===== src/design/kwm_pkg.sv =====
package kwm_pkg;

  localparam int unsigned NUM_SOURCES_DEF = 8;
  localparam int unsigned KEY_WIDTH_DEF   = 64;
  localparam int unsigned SRC_W           = 3;
  localparam int unsigned FIELD_KEY_W     = 64;
  // widest cell index over the supported range of sources
  localparam int unsigned MAX_IDX_W       = 6;

  typedef enum logic [1:0] {
    CMD_RESTART = 2'd0,
    CMD_LOAD    = 2'd1,
    CMD_PICK    = 2'd2,
    CMD_NOP     = 2'd3
  } kwm_cmd_e;

  typedef struct packed {
    kwm_cmd_e               cmd;
    logic [SRC_W-1:0]       source;
    logic [FIELD_KEY_W-1:0] head_key;
    logic                   present;
  } kwm_in_t;

  typedef struct packed {
    logic [SRC_W-1:0]       picked_source;
    logic [FIELD_KEY_W-1:0] picked_key;
    logic                   empty_res;
  } kwm_out_t;

  // broadcast from the controller to every cell
  typedef struct packed {
    logic                 clear;
    logic                 load;
    logic                 present;
    logic [SRC_W-1:0]     load_src;
    logic                 remove;
    logic [MAX_IDX_W-1:0] remove_src;
  } kwm_ctrl_t;

endpackage


===== src/design/kwm_cell.sv =====
module kwm_cell #(
  parameter int unsigned KEY_WIDTH = kwm_pkg::KEY_WIDTH_DEF,
  parameter int unsigned IDX_W     = 3,
  parameter int unsigned IDX       = 0
) (
  input  logic                  clk_i,
  input  logic                  rst_ni,
  input  kwm_pkg::kwm_ctrl_t    ctrl_i,
  input  logic [KEY_WIDTH-1:0]  load_key_i,
  input  logic                  cand_valid_i,
  input  logic [KEY_WIDTH-1:0]  cand_key_i,
  input  logic [IDX_W-1:0]      cand_src_i,
  output logic                  cand_valid_o,
  output logic [KEY_WIDTH-1:0]  cand_key_o,
  output logic [IDX_W-1:0]      cand_src_o
);

  logic                 valid_q;
  logic [KEY_WIDTH-1:0] key_q;
  logic                 load_hit;
  logic                 remove_hit;
  logic                 take_own;
  logic                 cand_valid_q;
  logic [KEY_WIDTH-1:0] cand_key_q;
  logic [IDX_W-1:0]     cand_src_q;

  assign load_hit   = ctrl_i.load && (int'(ctrl_i.load_src) == IDX);
  assign remove_hit = ctrl_i.remove && (int'(ctrl_i.remove_src) == IDX);

  always_ff @(posedge clk_i or negedge rst_ni) begin
    if (!rst_ni) begin
      valid_q <= 1'b0;
    end else if (ctrl_i.clear) begin
      valid_q <= 1'b0;
    end else if (load_hit) begin
      valid_q <= ctrl_i.present;
    end else if (remove_hit) begin
      valid_q <= 1'b0;
    end
  end

  always_ff @(posedge clk_i) begin
    if (load_hit && ctrl_i.present) begin
      key_q <= load_key_i;
    end
  end

  // strict compare: lower index upstream wins ties
  assign take_own = valid_q && (!cand_valid_i || (key_q < cand_key_i));

  always_ff @(posedge clk_i or negedge rst_ni) begin
    if (!rst_ni) begin
      cand_valid_q <= 1'b0;
    end else begin
      cand_valid_q <= valid_q || cand_valid_i;
    end
  end

  always_ff @(posedge clk_i) begin
    if (take_own) begin
      cand_key_q <= key_q;
      cand_src_q <= IDX_W'(IDX);
    end else begin
      cand_key_q <= cand_key_i;
      cand_src_q <= cand_src_i;
    end
  end

  assign cand_valid_o = cand_valid_q;
  assign cand_key_o   = cand_key_q;
  assign cand_src_o   = cand_src_q;

endmodule


===== src/design/k_way_merge_min_select_unit.sv =====
// k-way merge minimum selector, one cell per stream in a linear chain
// restart and load items do not raise busy_o; busy_o stays low after them
// a pick item holds busy_o high while the running minimum walks the chain
// one cell per cycle, then the result shows for one cycle and leaves the store
// a new item is taken only while busy_o is low, so picks never overlap; results cannot be stalled
// reset: asynchronous active low, clears all valid bits and any pick in flight
module k_way_merge_min_select_unit #(
  parameter int unsigned NUM_SOURCES = kwm_pkg::NUM_SOURCES_DEF,
  parameter int unsigned KEY_WIDTH   = kwm_pkg::KEY_WIDTH_DEF
) (
  input  logic              clk_i,
  input  logic              rst_ni,
  input  logic              start_i,
  output logic              busy_o,
  input  kwm_pkg::kwm_in_t  item_i,
  output logic              done_o,
  output kwm_pkg::kwm_out_t result_o
);

  localparam int unsigned IDX_W = (NUM_SOURCES > 1) ? $clog2(NUM_SOURCES) : 1;
  localparam int unsigned CNT_W = $clog2(NUM_SOURCES + 1);

  // chain taps, tap 0 feeds cell 0 with nothing
  logic                 cand_valid [NUM_SOURCES+1];
  logic [KEY_WIDTH-1:0] cand_key   [NUM_SOURCES+1];
  logic [IDX_W-1:0]     cand_src   [NUM_SOURCES+1];

  kwm_pkg::kwm_ctrl_t   ctrl;
  logic                 accept;
  logic                 pending_q, pending_d;
  logic [CNT_W-1:0]     cnt_q, cnt_d;
  logic                 found;

  assign accept = start_i && !pending_q;
  assign busy_o = pending_q;

  // result cycle: the wavefront has passed every cell since the load
  assign done_o = pending_q && (cnt_q == '0);
  assign found  = cand_valid[NUM_SOURCES];

  always_comb begin
    ctrl            = '0;
    ctrl.clear      = accept && (item_i.cmd == kwm_pkg::CMD_RESTART);
    ctrl.load       = accept && ((item_i.cmd == kwm_pkg::CMD_LOAD) ||
                                 (item_i.cmd == kwm_pkg::CMD_PICK));
    ctrl.present    = item_i.present;
    ctrl.load_src   = item_i.source;
    // the picked entry leaves at the edge that ends the result cycle
    ctrl.remove     = done_o && found;
    ctrl.remove_src = kwm_pkg::MAX_IDX_W'(cand_src[NUM_SOURCES]);
  end

  always_comb begin
    pending_d = pending_q;
    cnt_d     = cnt_q;
    if (done_o) begin
      pending_d = 1'b0;
    end else if (pending_q) begin
      cnt_d = cnt_q - 1'b1;
    end else if (accept && (item_i.cmd == kwm_pkg::CMD_PICK)) begin
      pending_d = 1'b1;
      cnt_d     = CNT_W'(NUM_SOURCES);
    end
  end

  always_ff @(posedge clk_i or negedge rst_ni) begin
    if (!rst_ni) begin
      pending_q <= 1'b0;
      cnt_q     <= '0;
    end else begin
      pending_q <= pending_d;
      cnt_q     <= cnt_d;
    end
  end

  assign cand_valid[0] = 1'b0;
  assign cand_key[0]   = '0;
  assign cand_src[0]   = '0;

  for (genvar g = 0; g < NUM_SOURCES; g++) begin : g_cell
    kwm_cell #(
      .KEY_WIDTH (KEY_WIDTH),
      .IDX_W     (IDX_W),
      .IDX       (g)
    ) u_cell (
      .clk_i        (clk_i),
      .rst_ni       (rst_ni),
      .ctrl_i       (ctrl),
      .load_key_i   (item_i.head_key[KEY_WIDTH-1:0]),
      .cand_valid_i (cand_valid[g]),
      .cand_key_i   (cand_key[g]),
      .cand_src_i   (cand_src[g]),
      .cand_valid_o (cand_valid[g+1]),
      .cand_key_o   (cand_key[g+1]),
      .cand_src_o   (cand_src[g+1])
    );
  end

  // empty store gives zero fields with the empty flag
  always_comb begin
    result_o           = '0;
    result_o.empty_res = !found;
    if (found) begin
      result_o.picked_source = kwm_pkg::SRC_W'(cand_src[NUM_SOURCES]);
      result_o.picked_key    = kwm_pkg::FIELD_KEY_W'(cand_key[NUM_SOURCES]);
    end
  end

  a_done_while_busy: assert property (@(posedge clk_i) disable iff (!rst_ni)
    done_o |-> busy_o)
    else $error("result strobe outside a pick");

  a_pick_goes_busy: assert property (@(posedge clk_i) disable iff (!rst_ni)
    (start_i && !busy_o && (item_i.cmd == kwm_pkg::CMD_PICK)) |=> busy_o)
    else $error("pick item did not start the sweep");

  a_done_frees: assert property (@(posedge clk_i) disable iff (!rst_ni)
    done_o |=> !busy_o && !done_o)
    else $error("pick did not retire after its result");

  a_cnt_bound: assert property (@(posedge clk_i) disable iff (!rst_ni)
    busy_o |-> (cnt_q <= CNT_W'(NUM_SOURCES)))
    else $error("sweep counter out of range");

  a_nonbusy_load_done: assert property (@(posedge clk_i) disable iff (!rst_ni)
    (start_i && !busy_o && (item_i.cmd != kwm_pkg::CMD_PICK)) |=> !busy_o)
    else $error("non-pick item left the unit busy");

endmodule

===== config.mk =====
export PLATFORM = sky130hd
export DESIGN_NAME = k_way_merge_min_select_unit
export DESIGN_NICKNAME = d
export VERILOG_FILES = /design/src/design/kwm_pkg.sv /design/src/design/kwm_cell.sv /design/src/design/k_way_merge_min_select_unit.sv
export SDC_FILE = /design/constraint.sdc
export NUM_CORES = 2
export LEC_CHECK = 0
export BUFFER_PORTS_ARGS = -buffer_cell sky130_fd_sc_hd__buf_2
export CORE_ASPECT_RATIO = 1.5
export CORE_MARGIN = 1
export CORE_UTILIZATION = 55
export CTS_BUF_LIST = sky130_fd_sc_hd__clkbuf_4 sky130_fd_sc_hd__clkbuf_8 sky130_fd_sc_hd__clkbuf_16
export CTS_CLUSTER_DIAMETER = 60
export DETAILED_ROUTE_END_ITERATION = 6
export GPL_TIMING_DRIVEN = 0
export PLACE_DENSITY = 0.82
export SYNTH_ARGS = -nofsm -noshare
export SYNTH_HDL_FRONTEND = slang
export SYNTH_SLANG_ARGS = --single-unit

===== constraint.sdc =====
create_clock -name clk_i -period 4.8 [get_ports clk_i]
set_clock_uncertainty 0.1 [all_clocks]
set_input_delay 0.96 -clock clk_i [delete_from_list [all_inputs] [get_ports clk_i]]
set_output_delay 0.96 -clock clk_i [all_outputs]
set_load 0.02 [all_outputs]

Yosys cells after proc, flatten, opt, wreduce, memory -nomap -nowiden:

Cells that the tools add are included.

* input port bits: 73
* bits in writable memories: 0
* bits in read-only memories: 0
* word-level logic and storage cells: 179
* memories: 0
* bits in latches: 0
* register bits after elaboration: 1062

* $lt $le $gt $ge: 7
* shift-type cells: 0
* eq/ne operators: 16
* div/mod/pow operators: 0
* muxes and demuxes: 38
* $add $sub $neg: 1
* multipliers: 0
* bitwise logic cells: 1
* reduce and logical (&&, ||, !) cells: 75

Operators by type and width (number)
* $lt 64x64->1: 7
* $mux 64: 7
* $mux 67: 1
* $logic_and 1x1->1: 37
* $mux 1: 28
* $eq 3x3->1 const B: 8
* $reduce_bool 3->1: 8
* $logic_or 1x1->1: 15
* $eq 3x2->1 const B: 4
* $logic_not 1->1: 9
* $mux 4: 2
* $eq 3x1->1 const B: 2
* $logic_not 6->1: 1
* $logic_not 4->1: 1
* $sub 4x1->4 const B: 1
* $logic_not 3->1: 1
* $eq 2x1->1 const B: 1
* $eq 2x2->1 const B: 1
* $logic_not 2->1: 1
* $reduce_and 2->1: 1
* $reduce_bool 2->1: 1
* $not 1->1: 1

Longest topological paths before layout:

* depth in word-level cells: 7
* depth in mapped cells: 12
* mapped depth without buffers: 10

By module:

A second synthesis with hierarchy kept.

* cells, all modules: 3656
* area, all modules: 47367.9 um^2

By module, submodules not included
* kwm_cell at g_cell[5].u_cell ...: instances 2, sequential area each 3313.2 um^2, area an instance 5903.2 um^2, cells an instance 443
* kwm_cell at g_cell[1].u_cell ...: instances 2, sequential area each 3313.2 um^2, area an instance 5784.3 um^2, cells an instance 443
* kwm_cell at g_cell[3].u_cell: instances 1, sequential area each 3313.2 um^2, area an instance 5900.7 um^2, cells an instance 443
* kwm_cell at g_cell[0].u_cell: instances 1, sequential area each 3313.2 um^2, area an instance 5780.5 um^2, cells an instance 443
* kwm_cell at g_cell[7].u_cell: instances 1, sequential area each 3313.2 um^2, area an instance 5780.5 um^2, cells an instance 444
* kwm_cell at g_cell[4].u_cell: instances 1, sequential area each 3313.2 um^2, area an instance 5770.5 um^2, cells an instance 447
* k_way_merge_min_select_unit: instances 1, sequential area each 125.1 um^2, area an instance 760.7 um^2, cells an instance 107

Least setup slack after synthesis:

No wires, ideal clock.

* path kind: input to register
* start point: in item_i[68] (netlist bit)
* end point: reg g_cell[1].u_cell.key_q[0], enable pin
* data required time: 4212 ps
* buffers on the path: 0
* cell stages on the path: 5
* data arrival time: 4447 ps
* slack: -235 ps
* path through: inv_1 > ha_1 > nand2_1 > or3_1 > nor2_1

* longest elaborated chain between the ends: 5
* elaborated cells between the ends (all ways): 6
* those cells by class: eq/ne: 2; reduce/logical: 4

Ends and longest elaborated chain
* from (decl): line k_way_merge_min_select_unit.sv:15 `input kwm_pkg::kwm_in_t item_i,`
* $eq 2x1->1 or $eq 2x2->1 (tied branches): line k_way_merge_min_select_unit.sv:44, k_way_merge_min_select_unit.sv:45
* $logic_or 1x1->1 *: line k_way_merge_min_select_unit.sv:44 `ctrl.load = accept && ((item_i.cmd == kwm_pkg::CMD_LOAD) ||`
* $logic_and 1x1->1 *: line k_way_merge_min_select_unit.sv:44
* $logic_and 1x1->1 *: line kwm_cell.sv:27 `assign load_hit = ctrl_i.load && (int'(ctrl_i.load_src) == IDX);`
* $logic_and 1x1->1 *: line kwm_cell.sv:43 `if (load_hit && ctrl_i.present) begin`
* to (signal assigned): line kwm_cell.sv:44 `key_q <= load_key_i;`
* to (decl): line kwm_cell.sv:19 `logic [KEY_WIDTH-1:0] key_q;`

Every way passes the cells marked *; elsewhere a longest branch is shown, timed or not.
A chain may end at the register's enable or synchronous reset.

Worst setup path in the final report:

* start point: reg g_cell[1].u_cell.key_q[46]
* end point: reg g_cell[1].u_cell.cand_key_q[17]

* longest elaborated chain between the ends: 4

Ends and longest elaborated chain
* $lt 64x64->1: line kwm_cell.sv:49 `assign take_own = valid_q && (!cand_valid_i || (key_q < cand_key_i));`
* $logic_or 1x1->1: line kwm_cell.sv:49
* $logic_and 1x1->1: line kwm_cell.sv:49
* $mux 64: line kwm_cell.sv:60 `if (take_own) begin`
* to (signal assigned): line kwm_cell.sv:61 `cand_key_q <= key_q;`
* to (signal assigned): line kwm_cell.sv:64 `cand_key_q <= cand_key_i;`
* to (decl): line kwm_cell.sv:24 `logic [KEY_WIDTH-1:0] cand_key_q;`

Every way passes these cells.

==> key figures <==
Setup path
  – Critical Path AT: 5.16 ns
  – Slowest Stage Delay on Critical Path: 0.68 ns
  – Worst setup path startpoint: g_cell[1].u_cell.key_q[46]
  – R2R depth: 10
  – R2R Setup Slk: 0.05 ns
  – Setup crit end kind: flop
  – RR Startpoint: g_cell[1].u_cell.key_q[46]
  – R2R Path End: g_cell[1].u_cell.cand_key_o[17]
  – Critical Path Stages: 10
  – Crit-path max FO: 10
  – Kind of critical path: flop to flop
  – Bufs and invs on worst path: 2
  – Worst path slowest cell: clkbuf_1
  – CP most frequent cell: clkbuf_1
  – Worst setup SP type: flop
  – Family with the most delay on the worst path: simple AND/OR/NAND/NOR gates
  – Cell Chain, Critical Path: ha_1 > nand4_1 > or2_2 > nor3_1 > nand3_1 > a21oi_1 > o31a_1 > clkbuf_1 > clkbuf_1 > o2bb2ai_1
  – Crit path required time: 5.21 ns

Logic synthesis
  – Register area share after synthesis: 59.4%
  – Synth Area in Simple Gates: 6.66%
  – Synth area leader: edfxtp_1
  – Post-synthesis adder-cell area fraction: 12.4%
  – Top-count cell post-synth: dfxtp_1
  – Post-Synth XOR/XNOR Area: 0.0196%
  – Yosys top cell area share: 34.5%
  – EDFF count, synth: 512
  – Commonest cells post-synth: dfxtp_1 (529), edfxtp_1 (512), inv_1 (459)
  – Main combinational cell family by area after synthesis: adder cells
  – Post-synthesis cell area: 44,600 um^2
  – Synth Flop Type: dfxtp_1
  – Complex-gate fraction of the synthesized area: 6.75%
  – Top area cells in the synthesized netlist: edfxtp_1 (34%), dfxtp_1 (24%), ha_1 (12%)
  – Syn_nets: 3,973
  – Ys Warns: 0
  – Synth unique cells: 60
  – Mapped Cells: 3,456
  – Syn_area_per_cell: 12.9 um^2
  – Register bit count reported by yosys: 1,062
  – Post-synthesis mux area share: 10.0%
  – Async S/R FF share, synth: 1.98%

Routing
  – Routed wire length: 99,700 um
  – First-pass DRT Iterations: 5
  – Post-DRT Antenna Nets: 0
  – Vias per cell: 5.61
  – Drt drc: 0
  – Routed len/inst: 20.7 um
  – Via count: 27,000
  – Initial DRC Count: 1,678

Floorplan
  – Initial core utilization: 55.7%
  – Height of the die: 351 um
  – DIE AREA: 82,300 um^2
  – Core Rows: 127
  – Ports: 143
  – Core area: 80,100 um^2
  – Die width: 235 um

Timing
  – Worst setup margin: 0.0483 ns
  – Final hold viol count: 0
  – Least-Margin Pin Slew: 1.10 ns
  – Fmax achieved: 210 MHz
  – Slew margin rel.: 26.8%
  – RSZ-0062 raised after global routing: false
  – Final worst-path cycle share: 99.0%
  – Tmin final: 4.75 ns
  – Max-slew violation count: 0
  – Final setup viols: 0

Finish
  – Ratio of cells with drive above 1 in the final layout: 19.9%
  – NumNets Final: 4,223
  – Synth-to-Final Area Change: 12.5%
  – Filler cells: 5,758

GRT
  – Vias in the first global route: 28,500
  – Met2 GRT Util: 45.7%
  – Most Used Layer, Global Route: met2
  – First-pass GRT wire length: 152,000 um
  – Met3 Resource Use GR: 3.10%
  – Grt ovf: 0
  – Met1 global-route usage: 26.7%
  – GRT Resource Usage Total: 24.6%
  – Largest net degree at the start of global routing: 65
  – Initial antenna violation count: 7

Clocking
  – CTS clk-pin slew, worst paths: 0.07 ns
  – Clk sink count: 1,062
  – Skew-Pair Late Insertion Delay: 0.68 ns
  – Htree depth: 3
  – CTS tree: done
  – Num CTS Buffers: 92
  – Clock Tree Root: clkbuf_16
  – Clock tree buffer depth: 3
  – Post-CTS Setup Bufs: 0
  – CTS Hold Bufs: 0

Power and ir drop
  – Leakage: 19.8 nW
  – Max rail drop VDD: 0.000309 V
  – PwrDens: 532 nW/um^2
  – Tot Pwr: 0.0267 W

Placed design
  – Post-detail-place hpwl: 74,700 um
  – Placer Congestion: 0.900
  – Pre-CTS setup slack: -0.530 ns
  – Port bufs: 141

Run
  – Max-cap violation count: 0

Run status
  – Status: finished clean

Worst hold path
  – Hold crit path type: input pin to asynchronous set/reset pin
==> report_power, final <==
| group | leakage [nW] | switching [W] | internal [W] |
|---|---|---|---|
| clock | 1.58 | 0.00330 | 0.00437 |
| sequential | 9.24 | 0.000839 | 0.0112 |
| combinational | 9.00 | 0.00373 | 0.00325 |
| total | 19.8 | 0.00788 | 0.0188 |
==> sequential cells by signal (all words and copies together), names as in the netlist <==
register,count
busy_o,1
cnt_q,4
g_cell.u_cell.cand_key_o,512
g_cell.u_cell.cand_src_o,17
g_cell.u_cell.cand_valid_o,8
g_cell.u_cell.key_q,512
g_cell.u_cell.valid_q,8
==> placed cells by master (no fill, tap or decap), types with 10 or more instances in the layout <==
cell | synthesis | layout
buf_12 | 0 | 11
edfxtp_1 | 512 | 512
mux2_4 | 40 | 40
mux2_2 | 333 | 333
o21ai_0 | 71 | 71
nand2_1 | 160 | 160
nand4_1 | 62 | 62
nor2_1 | 70 | 63
mux2_1 | 11 | 11
and2_1 | 135 | 135
clkbuf_4 | 0 | 28
dfxtp_1 | 529 | 529
clkbuf_1 | 44 | 40
buf_2 | 15 | 155
o2bb2ai_1 | 65 | 65
clkinv_2 | 0 | 15
nand3_1 | 37 | 37
ha_1 | 444 | 444
a221oi_1 | 11 | 11
or3_1 | 12 | 12
nor2b_1 | 16 | 16
a21o_1 | 64 | 64
clkbuf_16 | 0 | 96
a21oi_1 | 149 | 149
dfrtp_1 | 21 | 21
or2_2 | 10 | 10
nand2b_1 | 17 | 17
buf_4 | 11 | 11
nor3_1 | 13 | 13
a211oi_1 | 22 | 21
inv_1 | 459 | 458
==> worst reg2reg max path, stage by stage (launching register included) <==
cell       delay [ns]
edfxtp_1         0.40
ha_1             0.32
nand4_1          0.14
or2_2            0.35
nor3_1           0.64
nand3_1          0.36
a21oi_1          0.57
o31a_1           0.20
clkbuf_1         0.68
clkbuf_1         0.67
o2bb2ai_1        0.16
==> per-layer routing <==
layer  up-vias  share of wire (%)
met2       737                 53
met1     13300                 37
li1      12800                  -
met4         4                4.9
met5         -              0.027
met3       227                5.0
==> repair_timing <==
action                                  in CTS  in global routing
resized for setup                            7                  2
cloned                                       0                  0
endpoints found under the setup margin     216                 46
==> kinds of logic (layout without fill, tap and decap cells) <==
family,Yosys count,in the layout
compound gates,457,457
xor+xnor,1,1
fa+ha+maj,444,444
buf+inv,538,864
flops,1062,1062
mux,384,384
other cells,0,5
simple gates,570,570
==> how the worst max path moves through the flow <==
stage                                      endpoint  slack [ns]
detailed placement  g_cell[6].u_cell.cand_key_o[56]       -0.53
CTS                 g_cell[4].u_cell.cand_key_o[37]        0.04
floorplan                 g_cell[1].u_cell.key_q[0]       -0.24
global placement         g_cell[7].u_cell.key_q[53]       -2.73
finish              g_cell[1].u_cell.cand_key_o[17]        0.05
global route        g_cell[6].u_cell.cand_key_o[56]        0.06
==> final cells by class <==
cell class | instances | area [um^2] | area share, %
Multi-Input combinational cell | 1856 | 16100 | 32.1
Timing Repair Buffer | 156 | 1040 | 2.06
Antenna cell | 5 | 12.5 | 0.0249
Sequential cell | 1062 | 26500 | 52.8
Buffer | 79 | 402 | 0.800
Tap cell | 1032 | 1290 | 2.57
Clock inverter | 38 | 419 | 0.835
Clock buffer | 132 | 2730 | 5.44
Inverter | 459 | 1730 | 3.44
==> stage by stage <==
stage	area (um^2)	hold slack [ns]	util [%]	cells	TNS [ns]
after global placement	46600	0.293	58.2	4629	-1017.17
final	50200	0.186	62.7	4819	0
after detailed placement	47000	0.298	58.7	4644	-33.42
after global routing	50200	0.214	62.7	4816	0
after floorplan	44600	0.270	-	3456	-45.32
after CTS	50200	0.161	62.7	4814	0
(Power assumes the default switching activity.)
